==> config.mk <==
export PLATFORM = sky130hd
export DESIGN_NAME = mi4_ram
export DESIGN_NICKNAME = d
export VERILOG_FILES = /design/src/design/mi4_ram.sv
export SDC_FILE = /design/constraint.sdc
export NUM_CORES = 1
export LEC_CHECK = 0
export BUFFER_PORTS_ARGS = -buffer_cell sky130_fd_sc_hd__clkbuf_2
export CELL_PAD_IN_SITES_DETAIL_PLACEMENT = 1
export CELL_PAD_IN_SITES_GLOBAL_PLACEMENT = 1
export CORE_MARGIN = 10
export CORE_UTILIZATION = 45
export DETAILED_ROUTE_END_ITERATION = 6
export PLACE_DENSITY_LB_ADDON = 0.1
export SETUP_SLACK_MARGIN = 0.4
export SYNTH_ARGS = -nofsm -noshare
export SYNTH_HDL_FRONTEND = slang
export SYNTH_SLANG_ARGS = --single-unit
==> constraint.sdc <==
create_clock -name clk -period 7.46 [get_ports clk]
set_clock_uncertainty 0.2 [all_clocks]
set_input_delay 2.238 -clock clk [delete_from_list [all_inputs] [get_ports clk]]
set_output_delay 2.238 -clock clk [all_outputs]
set_load 0.01 [all_outputs]
==> src/design/mi4_ram.sv <==
// ----------------------------------------------------------------------------
// mi4_ram
// Generic single port RAM, synchronous write, registered read.
// ----------------------------------------------------------------------------
module mi4_ram #(
  parameter int WIDTH = 16,
  parameter int DEPTH = 16
) (
  input  logic                     clk,
  input  logic                     we,
  input  logic [$clog2(DEPTH)-1:0] addr,
  input  logic [WIDTH-1:0]         wdata,
  output logic [WIDTH-1:0]         rdata
);

  logic [WIDTH-1:0] mem [DEPTH];

  // read returns the old contents on a same-address write
  always_ff @(posedge clk) begin
    if (we) begin
      mem[addr] <= wdata;
    end
    rdata <= mem[addr];
  end

endmodule

==> metrics, run 1 <==
status finished, final reports clean; Tmin final between 4 and 5 ns; worst hold stages 3; top-area cell type share of the netlist area ~77%; clock sinks between 200 and 300; total grt overflow 0; worst vdd ir between 0.15 and 0.2 mV; setup violators final 0; Max Slew Vio Count 0; max_slew headroom 23.15%; CTS root buffer clkbuf_16; area leader, netlist edfxtp_1; Inserted Diodes 0; Cell variety after synth 18; PD cells between 200 and 300 mW/mm2; min-delay src mem[12][14]; flops & latches, synth about 270; DRC Markers 0; Leak about 3.7 nW; All-Layer GR Usage roughly 15%; Synth-to-Final Area Change 14.40%; Worst Path Required 7.67 ns; commonest non-fill, non-tap cell in the layout edfxtp_1; Crit Path Max Fanout 37; startpoint type of the worst setup path primary input; total wire length 21740 um; GPL Wtd Cong around 0.73; R2R Path End rdata[6]; initial antenna violation count 0; Yosys Warn Count 0; drt first-iter violations just over 300; Worst-path clk slew roughly 0.060 ns; crit path DAT 4.58 ns; setup tns final 0 ns; die height roughly 170 um; Post-CTS Resized 0; post-route setup slack approximately 3.1 ns; Post-Place Setup Slack approximately 2.4 ns; max cap viols 0; fraction of layout cells with a size suffix above 1 32.88%; die width around 170 um; H-tree level count 1; R2R Setup Slk around 5.8 ns; row count 54; Ports 38; Core Area 0.02189 mm2; Least-Margin Pin Slew roughly 1.2 ns; largest net degree at the start of global routing between 40 and 50; Hold Path Class reg2reg; CP Class in2reg; die area 0.02864 mm2; cell count after synthesis between 400 and 500; layout net count between 500 and 600; Mapped Area around 0.01 mm2; CP Capture Type register; HPWL Detailed between 10000 and 15000 um; syn_area_per_cell between 20 and 25 um2; Max Clock Freq around 0.23 GHz; ranking of synthesized cells by area edfxtp_1 (77%), mux4_2 (14%), dfxtp_1 (3.2%), a22oi_1 (2.4%), nand2_1 (0.64%); cts hold-fix bufs 0; first drt pass iteration count 5; total number of vias ~4500; starting density of the core 45.79%; WL/cell 27.48 um; PortBufs 37; Critical R2R Launch mem[3][6]; vias per std cell approximately 5.7; Skew-Pair Late Insertion Delay approximately 0.54 ns; number of setup buffers added after CTS 0; R2R cell count 3; final hold vios 0; Routed Antenna Nets 0; Syn Nets 456; most frequent cells in the layout edfxtp_1 (256), mux4_2 (62), clkbuf_2 (35), a22oi_1 (32), clkbuf_16 (29); first-pass GRT wire length 32400 um; maximum clock path buffer count 3; CTS tree built; Num CTS Buffers 29; Hold Crit Endpoint rdata[14]; fillers a little under 2000; vias in the first global route ~5000; Final Cycle Share between 50% and 60%; RSZ-0062 raised after global routing false; post-synthesis sequential area ratio 79.89%
[final cells by class]
type                            instances  area, um2  area share [%]
Sequential cell                       272       8008           69.83
Tap cell                              280      350.3           3.055
Clock inverter                         14      125.1           1.091
Timing Repair Buffer                   46      255.2           2.226
Clock buffer                           40      797.0           6.950
Multi-Input combinational cell        139       1932           16.85
[critical path: stages]
cell and delay [ns]:
buf_4 0.50, buf_4 0.72, mux4_2 0.59, a22oi_1 0.39, nand2_1 0.08
[flip-flops by register name (all words and copies together), names as in the netlist]
signal,flops
mem,256
rdata,16
[worst max path at each step]
stage / slack [ns] / to / cells after the start / from
after detailed placement: 2.45 / rdata[8] / 5 / addr[0]
final: 3.09 / rdata[8] / 5 / addr[0]
after global placement: 2.43 / rdata[8] / 5 / addr[0]
after global routing: 2.87 / rdata[5] / 5 / addr[0]
after floorplan: 2.97 / mem[0][0] / 2 / addr[2]
after CTS: 3.02 / rdata[8] / 5 / addr[0]
[synthesized netlist by cell type, drive strengths merged]
cell type    n
nand3        1
mux4        64
dfxtp       16
nor3         4
nor2b        2
nor2        13
nand3b       2
and2         1
buf          9
nand2       17
a22oi       32
nand2b       2
or3b         1
edfxtp     256
clkbuf      14
[logic make-up after synthesis]
logic type             Yosys count  synth area share [%]
and+or+nand+nor                 43                 1.922
AOI/OAI and AO/OA               32                 2.397
muxes                           64                 14.46
DFF                            272                 79.89
buffers and inverters           23                 1.336
[metal layers]
metal / vias to the layer above / track usage, % / share of wire (%)
met1: 2438 / 22.23 / 46
met3: 32 / 3.196 / 5.7
li1: 1946 / - / -
met4: 0 / 3.340 / 1.6
met2: 109 / 22.61 / 47
met5: - / 0 / 0
[power by group]
part	switching [mW]	total, mW	internal (mW)
Combinational	0.0957	0.155	0.0598
Clock	0.561	1.38	0.814
Sequential	0.0128	1.72	1.71
[per-stage QoR]
step | area (um2) | power (mW) | util (%) | std cells | hold WS, ns
floorplan | 10020 | 1.838 | - | 434 | 0.4349
global placement | 10550 | 1.908 | 48.17 | 737 | 0.4455
detailed placement | 10550 | 1.913 | 48.17 | 737 | 0.4708
CTS | 11470 | 3.281 | 52.38 | 791 | 0.4857
global route | 11470 | 3.362 | 52.38 | 791 | 0.4997
finish | 11470 | 3.253 | 52.38 | 791 | 0.4757
Note: power is estimated with default switching activity, not from simulation.
==> inputs of run 2 (changes only) <==
- clock period: 7.46 -> 4.05 ns (I/O delays scaled with it)
==> run 2 against run 1 <==
  * Total power grew 84%
  * Critical path depth is the same
  * Cell area grew 2.2%
  * Highest routed layer unchanged
==> metrics, run 2 (synthesis results as in run 1) <==
WHS between 0.4 and 0.5 ns; Crit Path Max Fanout 9; initial antenna violation count 0; Max Clock Freq roughly 0.36 GHz; CP Cell Sequence clkbuf_2 -> nor2b_1 -> buf_4 -> a22oi_1 -> nand2_1; GPL Wtd Cong 0.7525; Hold Path Class reg2reg; CP Capture Type register; WP buf/inv 2; Int Pwr ~4.7 mW; Clk pwr share 42.1%; Post-CTS Resized 0; Ports 38; Skew-Pair Late Insertion Delay between 0.5 and 0.6 ns; Tmin final roughly 2.8 ns; Top Registers mem x256, rdata x16; vias per std cell roughly 5.7; die height 169.2 um; Reg with most FFs mem; total grt overflow 0; final hold vios 0; startpoint type of the worst setup path primary input; sequential power share between 50% and 60%; PD cells roughly 510 mW/mm2; Largest delay share family, worst path simple AND/OR/NAND/NOR gates; Inserted Diodes 0; max_slew headroom 13.98%; total wire length approximately 23000 um; number of setup buffers added after CTS 0; RSZ-0062 raised after global routing false; fillers around 1900; total number of vias approximately 4600; All-Layer GR Usage approximately 16%; CP Class in2reg; most frequent cells in the layout edfxtp_1 (256), mux4_2 (62), clkbuf_2 (35), a22oi_1 (32), buf_4 (31); max cap viols 0; Leak a little under 4 nW; crit path DAT 3.06 ns; Post-Place Setup Slack 0.7090 ns; clock sinks ~270; drt first-iter violations roughly 440; Synth-to-Final Area Change 16.94%; CTS tree built; worst hold stages 3; CTS root buffer clkbuf_16; H-tree level count 1; fraction of layout cells with a size suffix above 1 36.50%; Final Cycle Share between 60% and 70%; die area between 0.02 and 0.03 mm2; R2R Setup Slk ~2.4 ns; worst vdd ir 0.3217 mV; Worst-path clk slew ~0.060 ns; Critical R2R Launch mem[2][2]; status finished, final reports clean; Routed Antenna Nets 0; starting density of the core between 40% and 50%; vias in the first global route between 5000 and 6000; row count 54; first-pass GRT wire length ~34000 um; largest net degree at the start of global routing 28; maximum clock path buffer count 3; Worst Path Required between 4 and 5 ns; DRC Markers 0; switching pwr 1.241 mW; Switching Fraction roughly 21%; commonest non-fill, non-tap cell in the layout edfxtp_1; post-route setup slack ~1.3 ns; R2R cell count 3; Core Area 0.02189 mm2; first drt pass iteration count 4; Max Slew Vio Count 0; min-delay src mem[4][11]; Critical-path top delay cell nor2b_1; WL/cell around 28 um; HPWL Detailed 14090 um; layout net count around 540; CP Launch Point addr[3]; Least-Margin Pin Slew around 1.3 ns; cts hold-fix bufs 0; max reg flops around 260; Num CTS Buffers 29; Hold Crit Endpoint rdata[11]; Max stage delay on crit path between 1 and 1.5 ns; die width about 170 um; setup tns final 0 ns; Comb power frac 5.0%; R2R Path End rdata[2]; setup violators final 0; PortBufs 37
[run 2: tightest hold or removal path, cell delays in order, from the launching register on]
cell and delay, ns:
edfxtp_1 0.32, mux4_2 0.22, a22oi_1 0.06, nand2_1 0.06
[run 2: power groups by stage]
stage	registers, mW	clock network, mW	logic, mW
floorplan	3.23	0	0.157
global placement	3.22	0	0.298
detailed placement	3.23	0	0.305
global route	3.17	2.70	0.324
finish	3.17	2.52	0.297
CTS	3.17	2.57	0.306
[run 2: metrics by stage]
| stage | cell area [um2] | util, % | instances | power (mW) |
|---|---|---|---|---|
| after floorplan | 10020 | - | 434 | 3.386 |
| after global placement | 10800 | 49.35 | 763 | 3.522 |
| after detailed placement | 10800 | 49.35 | 763 | 3.532 |
| after CTS | 11720 | 53.54 | 817 | 6.043 |
| after global routing | 11720 | 53.54 | 817 | 6.194 |
| final | 11720 | 53.54 | 817 | 5.986 |
[run 2: cell type report]
class / instances / area, um2 / share of cell area (%)
clock buffer: 43 / 828.3 / 7.067
timing repair buffer: 72 / 513.0 / 4.377
sequential: 272 / 8008 / 68.32
clock inverter: 11 / 90.09 / 0.7686
multi-input combinational: 139 / 1932 / 16.48
tap: 280 / 350.3 / 2.989
[run 2: worst max path at each step]
stage,end,slack [ns],depth (start not counted)
2_1_floorplan,mem[0][0],0.58,2
3_3_place_gp,rdata[1],0.72,5
3_5_place_dp,mem[10][4],0.71,4
4_1_cts,mem[10][0],1.28,4
5_1_grt,mem[10][0],1.22,4
6_report,rdata[1],1.27,5
[run 2: per-layer routing]
metal  share of wire [%]  vias to the layer above  GRT usage, %  wire, um
met2                  49                      129         25.38     11120
met4                 1.7                        0         3.752       396
met5                   0                        -             0         0
li1                    -                     1995             -         -
met3                 6.2                       30         2.756      1410
met1                  43                     2465         22.86      9845
