==> src/design/mi4_pkg.sv <==
// ----------------------------------------------------------------------------
// mi4_pkg
// Shared widths and types for the 4x4 fixed point matrix inverter.
// ----------------------------------------------------------------------------
package mi4_pkg;

  // element format
  localparam int ELEM_WIDTH = 16;
  localparam int FRAC_BITS  = 8;
  localparam int MAT_DEPTH  = 16;
  localparam int IDX_W      = $clog2(MAT_DEPTH);

  // intermediate widths, all exact
  localparam int PROD_W  = 2 * ELEM_WIDTH;          // 2-element product
  localparam int TERM_W  = 3 * ELEM_WIDTH;          // 3-element product
  localparam int ADJ_W   = TERM_W + 2;              // sum of six terms
  localparam int DPROD_W = ADJ_W + ELEM_WIDTH;      // cofactor times element
  localparam int DET_W   = DPROD_W + 1;             // sum of four of those

  // divider widths
  localparam int Q_W     = ELEM_WIDTH + 1;          // quotient bits kept
  localparam int REM_W   = DET_W + Q_W + 1;
  localparam int CNT_W   = $clog2(Q_W + 1);
  localparam int NUM_SH  = 2 * FRAC_BITS + 1;       // scale, doubled for rounding

  // stream widths
  localparam int TDATA_W = ((ELEM_WIDTH + IDX_W + 7) / 8) * 8;
  localparam int TUSER_W = 2;

  // divider status back to the sequencer
  typedef struct packed {
    logic           done;
    logic           big;
    logic [Q_W-1:0] quot;
  } div_res_t;

endpackage

==> src/design/mi4_divider.sv <==
// ----------------------------------------------------------------------------
// mi4_divider
// Bit-serial restoring divider: floor((2n*2^(2F) + d) / 2d), one bit a cycle,
// with an overflow check in the first step.
// ----------------------------------------------------------------------------
module mi4_divider (
  input  logic                        clk,
  input  logic                        rst,
  input  logic                        start,
  input  logic [mi4_pkg::ADJ_W-1:0]   mag,
  input  logic [mi4_pkg::DET_W-1:0]   dmag,
  output mi4_pkg::div_res_t           res
);

  logic [mi4_pkg::REM_W-1:0] rem;
  logic [mi4_pkg::REM_W-1:0] dsh;
  logic [mi4_pkg::CNT_W-1:0] cnt;
  logic                      busy;
  logic                      ge;

  assign ge = (rem >= dsh);

  // first step only tests for a quotient too wide, then one bit per cycle
  always_ff @(posedge clk) begin
    if (rst) begin
      busy     <= 1'b0;
      res.done <= 1'b0;
    end else begin
      res.done <= 1'b0;
      if (start) begin
        rem      <= (mi4_pkg::REM_W'(mag) << mi4_pkg::NUM_SH) + mi4_pkg::REM_W'(dmag);
        dsh      <= mi4_pkg::REM_W'(dmag) << (mi4_pkg::Q_W + 1);
        cnt      <= mi4_pkg::CNT_W'(mi4_pkg::Q_W);
        busy     <= 1'b1;
        res.quot <= '0;
        res.big  <= 1'b0;
      end else if (busy) begin
        if (cnt == mi4_pkg::CNT_W'(mi4_pkg::Q_W)) begin
          res.big <= ge;
        end else begin
          if (ge) begin
            rem <= rem - dsh;
          end
          res.quot <= {res.quot[mi4_pkg::Q_W-2:0], ge};
        end
        dsh <= dsh >> 1;
        if (cnt == '0) begin
          busy     <= 1'b0;
          res.done <= 1'b1;
        end else begin
          cnt <= cnt - 1'b1;
        end
      end
    end
  end

endmodule

==> config.mk <==
export PLATFORM = sky130hd
export DESIGN_NAME = mi4_divider
export DESIGN_NICKNAME = d
export VERILOG_FILES = /design/src/design/mi4_pkg.sv /design/src/design/mi4_divider.sv
export SDC_FILE = /design/constraint.sdc
export NUM_CORES = 1
export LEC_CHECK = 0
export ABC_CLOCK_PERIOD_IN_PS = 8500
export BUFFER_PORTS_ARGS = -buffer_cell sky130_fd_sc_hd__buf_4
export CAP_MARGIN = 30
export CORE_MARGIN = 1
export CORE_UTILIZATION = 40
export DETAILED_ROUTE_END_ITERATION = 7
export GPL_TIMING_DRIVEN = 0
export HOLD_SLACK_MARGIN = 0.08
export PLACE_DENSITY_LB_ADDON = 0.12
export SLEW_MARGIN = 30
export SYNTH_ARGS = -nofsm -noshare
export SYNTH_HDL_FRONTEND = slang
export SYNTH_SLANG_ARGS = --single-unit
==> constraint.sdc <==
create_clock -name clk -period 8.5 [get_ports clk]
set_input_delay 0.425 -clock clk [delete_from_list [all_inputs] [get_ports clk]]
set_output_delay 0.425 -clock clk [all_outputs]
set_load 0.02 [all_outputs]
==> flow_metrics.tcl, run 1 <==
set metrics [dict create \
    status "complete, no violations" \
    max_stage_delay_ps 700 \
    post-dp-hpwl_mm 41.10 \
    path_cells "inv_1 -> ha_1 -> o21ai_0 -> a21oi_1 -> o31ai_1 -> a21oi_1 -> nor4_1 -> a211oi_1 -> o21ai_0 -> nand3_1 -> a2111oi_0 -> nor2_1 -> o21a_4 -> buf_12 -> buf_16" \
    worstSetupEndpointType "register" \
    netlist_area_sq_um 15960 \
    clock-sinks 195 \
    tns_ps 0 \
    synth_edf_count 193 \
    register_area_sq_um 5836 \
    grt_pass1_vias 13950 \
    mostFrequentLayoutCells "216 x nand2_1, 210 x o21ai_0, 193 x edfxtp_1, 181 x a21oi_1" \
    ys_ff_latch 195 \
    antenna_found_initial 0 \
    clkLatencyLatePin_ps 480 \
    fin_ws_ps 3890 \
    io_pins 139 \
    synth_area_per_cell_sq_um 8.587 \
    die_area_sq_um 40710 \
    path_delay_family "compound AO/OA/AOI/OAI gates" \
    finClkSkew_ps 20.22 \
    drv_cap 0 \
    finalCritPeriodShare 0.5424 \
    fillers 3890 \
    drc 0 \
    routedWlPerCell_um 20.29 \
    hold_viol 0 \
    grt_pass1_wl_mm 79.14 \
    start_kind "register" \
    multi_input_area_sq_um 9274 \
    dp_slack_ps 4014 \
    maxSlewViolCount 0 \
    track_usage 0.2543 \
    via_per_inst 5.646 \
    cp_num_buf_inv 3 \
    clock-root-buffer "clkbuf_16" \
    io_buffers 137 \
    first_pass_iters 7 \
    overflow 0 \
    max_slew_margin 0.3485 \
    total_power_mw 3.270 \
    rows 72 \
    synth_flop_cell "edfxtp_1" \
    synth-seq-area-share 0.3656 \
    final_common_cell "nand2_1" \
    crit_arrival_ps 4810 \
    grt_start_max_net_pins 42 \
    critPathKind "reg -> reg" \
    cts.path.max_buffers 2 \
    synth_cell_type_count 79 \
    cts_tree "built" \
    cts_setup_buffers 0 \
    setup_viol 0 \
    drt_wl_total_mm 51.77 \
    required_ps 8700 \
    peakVddDrop_v 0.0001342 \
    drive_gt1_frac 0.1057 \
    core_area_sq_um 39010 \
    syn_inst 1859 \
    synthArstFlopShare 0 \
    initial_core_util 0.4092 \
    power_density_nw_per_um2 177.1 \
    vias 14410 \
    syn2layout_area_growth_pct 15.66 \
    ys_warn_count 0 \
    hold_path_class "in -> reg" \
    cp_max_fo 41 \
    holdBufCountCts 0 \
    path_clk_slew_ps 90 \
    die_w_um 201.8 \
    die_y_um 201.8 \
    period_needed_ps 4610 \
    synth_nets 2118 \
    ant_nets 0 \
    rsz0062_at_grt "false" \
    cts-resized-gates 0 \
    leakagePower_nw 7.575 \
    worst_slew_pin_slew_ps 977.2 \
    cp_slowest_cell "nor4_1" \
    cts-htree-levels 4 \
    cts_buffers 17 \
    routabilityCongestion 0.9394 \
    drt_iter0_drc 1170 \
    antenna-diode-count 0 \
    hold_slack_ps 205.1 \
    fmax_mhz 216.9 \
    nets 2280 \
]
[synthesized netlist by cell type, drive strengths merged, types with 15 or more instances]
library cell | number | share of area
nand2 | 216 | 0.051
o21ai | 214 | 0.068
edfxtp | 193 | 0.36
a21oi | 182 | 0.057
ha | 137 | 0.11
inv | 132 | 0.031
nor2 | 124 | 0.029
clkbuf | 82 | 0.019
xnor2 | 66 | 0.036
a21o | 63 | 0.030
nand4 | 47 | 0.018
xor2 | 46 | 0.025
nor3 | 36 | 0.011
nand3 | 33 | 0.010
nor2b | 30 | 0.012
o21bai | 30 | 0.014
o21a | 23 | 0.011
nand2b | 16 | 0.0063
buf | 15 | 0.0045
[routing by layer]
layer | track usage | vias to the layer above | wire length (um)
met2 | 0.4095 | 420 | 23730
met3 | 0.03596 | 70 | 2614
met1 | 0.3490 | 6848 | 23940
met5 | 0 | - | 0
li1 | - | 7070 | -
met4 | 0.08577 | 0 | 1490
[cell families (layout without fill, tap and decap cells)]
family,after synthesis,after routing,share of synthesized area
AOI/OAI and AO/OA,625,625,0.2439
and+or+nand+nor,552,552,0.1597
buffers and inverters,229,404,0.05487
DFF,195,195,0.3656
adders and majority gates,139,139,0.1099
xor gates and xnor gates,112,112,0.06145
muxes,7,7,0.004624
[metrics by stage]
stage | utilization | std cells | instance area (sq um)
floorplan | - | 1859 | 15960
global placement | 0.4522 | 2514 | 17640
detailed placement | 0.4567 | 2520 | 17820
CTS | 0.4732 | 2552 | 18460
global route | 0.4733 | 2552 | 18460
finish | 0.4733 | 2552 | 18460
[area by class of cell]
type,count,share of cell area
inverters,132,0.02684
repair buffers,143,0.06425
flip-flops and latches,195,0.3161
multi-input cells,1435,0.5023
clock buffers,17,0.02304
well taps,518,0.03510
clock inverters,15,0.01172
plain buffers,97,0.02067
[state kept, by name (all words and copies together), names as in the netlist]
register,count
res,19
busy,1
dsh,85
rem,85
cnt,5
[report_power, final]
part,total [mW],switching [mW],internal (mW)
clock network,0.881,0.469,0.412
registers,1.19,0.0243,1.17
logic,1.19,0.744,0.451
[final timing paths]
path,cells after the start,from,to,slack (ps)
max,15,dsh[2],rem[44],3890
min,2,rst,busy,210
max reg2reg,15,dsh[2],rem[44],3890
min reg2reg,1,busy,res[18],560
Note: power is estimated with default switching activity, not from simulation.
==> run 2: changes to the inputs <==
--- a/config.mk
+++ b/config.mk
@@ -5,7 +5,7 @@
 export SDC_FILE = /design/constraint.sdc
 export NUM_CORES = 1
 export LEC_CHECK = 0
-export ABC_CLOCK_PERIOD_IN_PS = 8500
+export ABC_CLOCK_PERIOD_IN_PS = 4700
 export BUFFER_PORTS_ARGS = -buffer_cell sky130_fd_sc_hd__buf_4
 export CAP_MARGIN = 30
 export CORE_MARGIN = 1
==> constraint.sdc (replaced) <==
create_clock -name clk -period 4.7 [get_ports clk]
set_input_delay 0.235 -clock clk [delete_from_list [all_inputs] [get_ports clk]]
set_output_delay 0.235 -clock clk [all_outputs]
set_load 0.02 [all_outputs]
==> flow_metrics.tcl, run 2 (synthesis results as in run 1) <==
set metrics [dict create \
    max_stage_delay_ps 710 \
    hold_end "dsh[75]" \
    status "complete, no violations" \
    core_area_sq_um 39010 \
    swShare 0.3538 \
    finClkSkew_ps 19.90 \
    crit_top_cell "a211oi_1" \
    r2r_slack_ps 110 \
    cp_max_fo 4 \
    drt_wl_total_mm 51.71 \
    peakVddDrop_v 0.0002457 \
    post-dp-hpwl_mm 41.19 \
    path_delay_family "compound AO/OA/AOI/OAI gates" \
    grt_pass1_wl_mm 79.29 \
    rows 72 \
    vias 14450 \
    drc 0 \
    cts_setup_buffers 0 \
    cp_slowest_cell "o211ai_1" \
    max_slew_margin 0.3302 \
    combPwrFrac 0.359 \
    tns_ps 0 \
    cts-htree-levels 4 \
    worst_r2r_path_depth 13 \
    track_usage 0.2549 \
    cts.path.max_buffers 2 \
    rsz0062_at_grt "false" \
    timing.rr.start "dsh[0]" \
    worstSetupEndpointType "register" \
    routabilityCongestion 0.9431 \
    intPower_mw 3.902 \
    ant_nets 0 \
    crit_arrival_ps 4810 \
    path_clk_slew_ps 80 \
    first_pass_iters 7 \
    fillers 3804 \
    hold_path_class "in -> reg" \
    grt_start_max_net_pins 39 \
    path_cells "ha_1 -> fa_1 -> nor2b_4 -> o211ai_2 -> a31oi_2 -> o21ai_0 -> a211oi_1 -> nor2b_1 -> o211ai_1 -> a211oi_1 -> o21ai_2 -> nor3_1 -> a211o_1" \
    drv_cap 0 \
    cts_buffers 17 \
    hold_viol 0 \
    final_common_cell "nand2_1" \
    via_per_inst 5.627 \
    fin_ws_ps 112.4 \
    dp_slack_ps 192.5 \
    cp_num_buf_inv 0 \
    drive_gt1_frac 0.1054 \
    routedWlPerCell_um 20.14 \
    largestRegisters "dsh x85, rem x85, res x19" \
    hold_start "dmag[57]" \
    p_seq_frac 0.358 \
    start_kind "register" \
    period_needed_ps 4588 \
    power_density_nw_per_um2 324.0 \
    antenna_found_initial 0 \
    total_power_mw 6.039 \
    syn2layout_area_growth_pct 16.78 \
    worst_slew_pin_slew_ps 1005 \
    io_pins 139 \
    cts_tree "built" \
    clkPwrFrac 0.283 \
    clock-sinks 195 \
    finalCritPeriodShare 0.9761 \
    die_w_um 201.8 \
    p_sw_mw 2.137 \
    whs_path_depth 3 \
    nets 2296 \
    clock-root-buffer "clkbuf_16" \
    drt_iter0_drc 1258 \
    dpl_cell_area_sq_um 17810 \
    io_buffers 137 \
    critPathKind "reg -> reg" \
    clkLatencyLatePin_ps 470 \
    die_y_um 201.8 \
    fmax_mhz 218.0 \
    required_ps 4920 \
    mostFrequentLayoutCells "216 x nand2_1, 210 x o21ai_0, 193 x edfxtp_1, 181 x a21oi_1" \
    worst_r2r_endpoint "rem[80]" \
    maxSlewViolCount 0 \
    grt_pass1_vias 14230 \
    leakagePower_nw 7.660 \
    initial_core_util 0.4092 \
    antenna-diode-count 0 \
    die_area_sq_um 40710 \
    final_core_util 0.4779 \
    overflow 0 \
    setup_viol 0 \
    final_area_sq_um 18640 \
]
## run 2: cell types whose count changed in the layout (fill, tap and decap cells not counted), sizes merged
cell	before	now
clkbuf	99	100
dlygate4sd3	0	15
clkinv	8	3
bufinv	0	5
## run 2: through the flow
| step | std cells | hold slack (ps) |
|---|---|---|
| global route | 2568 | 93.26 |
| CTS | 2567 | 80.58 |
| detailed placement | 2520 | 482.5 |
| global placement | 2514 | 457.7 |
| floorplan | 1859 | 314.3 |
| finish | 2568 | 87.31 |
## run 2: worst register-to-register path, stage by stage, from the launching register on
cell      delay, ps
edfxtp_1        380
ha_1            220
fa_1            440
nor2b_4         150
o211ai_2        110
a31oi_2         270
o21ai_0         190
a211oi_1        550
nor2b_1         220
o211ai_1        710
a211oi_1        380
o21ai_2         340
nor3_1          100
a211o_1         290
## run 2: per-layer routing
layer | vias to the layer above | part of all wire | track usage
met2 | 411 | 0.46 | 0.4186
met5 | - | 0 | 0
li1 | 7084 | - | -
met4 | 0 | 0.025 | 0.07657
met1 | 6888 | 0.45 | 0.3421
met3 | 66 | 0.057 | 0.04292
## run 2: cell type report
class / count / area (sq um) / share of cell area
flip-flops and latches: 195 / 5836 / 0.3130
clock inverters: 15 / 240.2 / 0.01289
clock buffers: 17 / 425.4 / 0.02282
repair buffers: 159 / 1334 / 0.07155
multi-input cells: 1435 / 9280 / 0.4978
well taps: 518 / 648.1 / 0.03477
plain buffers: 97 / 382.9 / 0.02054
inverters: 132 / 495.5 / 0.02658
## run 2: how the worst max path moves through the flow
stage | startpoint | end | slack, ps | cells past startpoint
5_1_grt | dsh[30] | rem[22] | 20 | 15
3_5_place_dp | dsh[2] | rem[25] | 190 | 14
2_1_floorplan | rem[34] | rem[0] | 70 | 12
4_1_cts | dsh[2] | rem[22] | 160 | 14
6_report | dsh[0] | rem[80] | 110 | 13
3_3_place_gp | rem[30] | rem[27] | -2160 | 13
## run 2: power groups by stage
stage | Combinational [mW] | Sequential (mW) | Clock [mW]
floorplan | 1.47 | 2.21 | 0
global placement | 2.09 | 2.21 | 0
detailed placement | 2.12 | 2.20 | 0
CTS | 2.15 | 2.16 | 1.73
global route | 2.39 | 2.17 | 1.78
finish | 2.17 | 2.16 | 1.71
## run 2: repair_timing
action	4_1_cts	5_1_grt
hold endpoints to repair	18	0
resized for setup	0	1
setup endpoints to repair	0	49
hold buffers	15	0
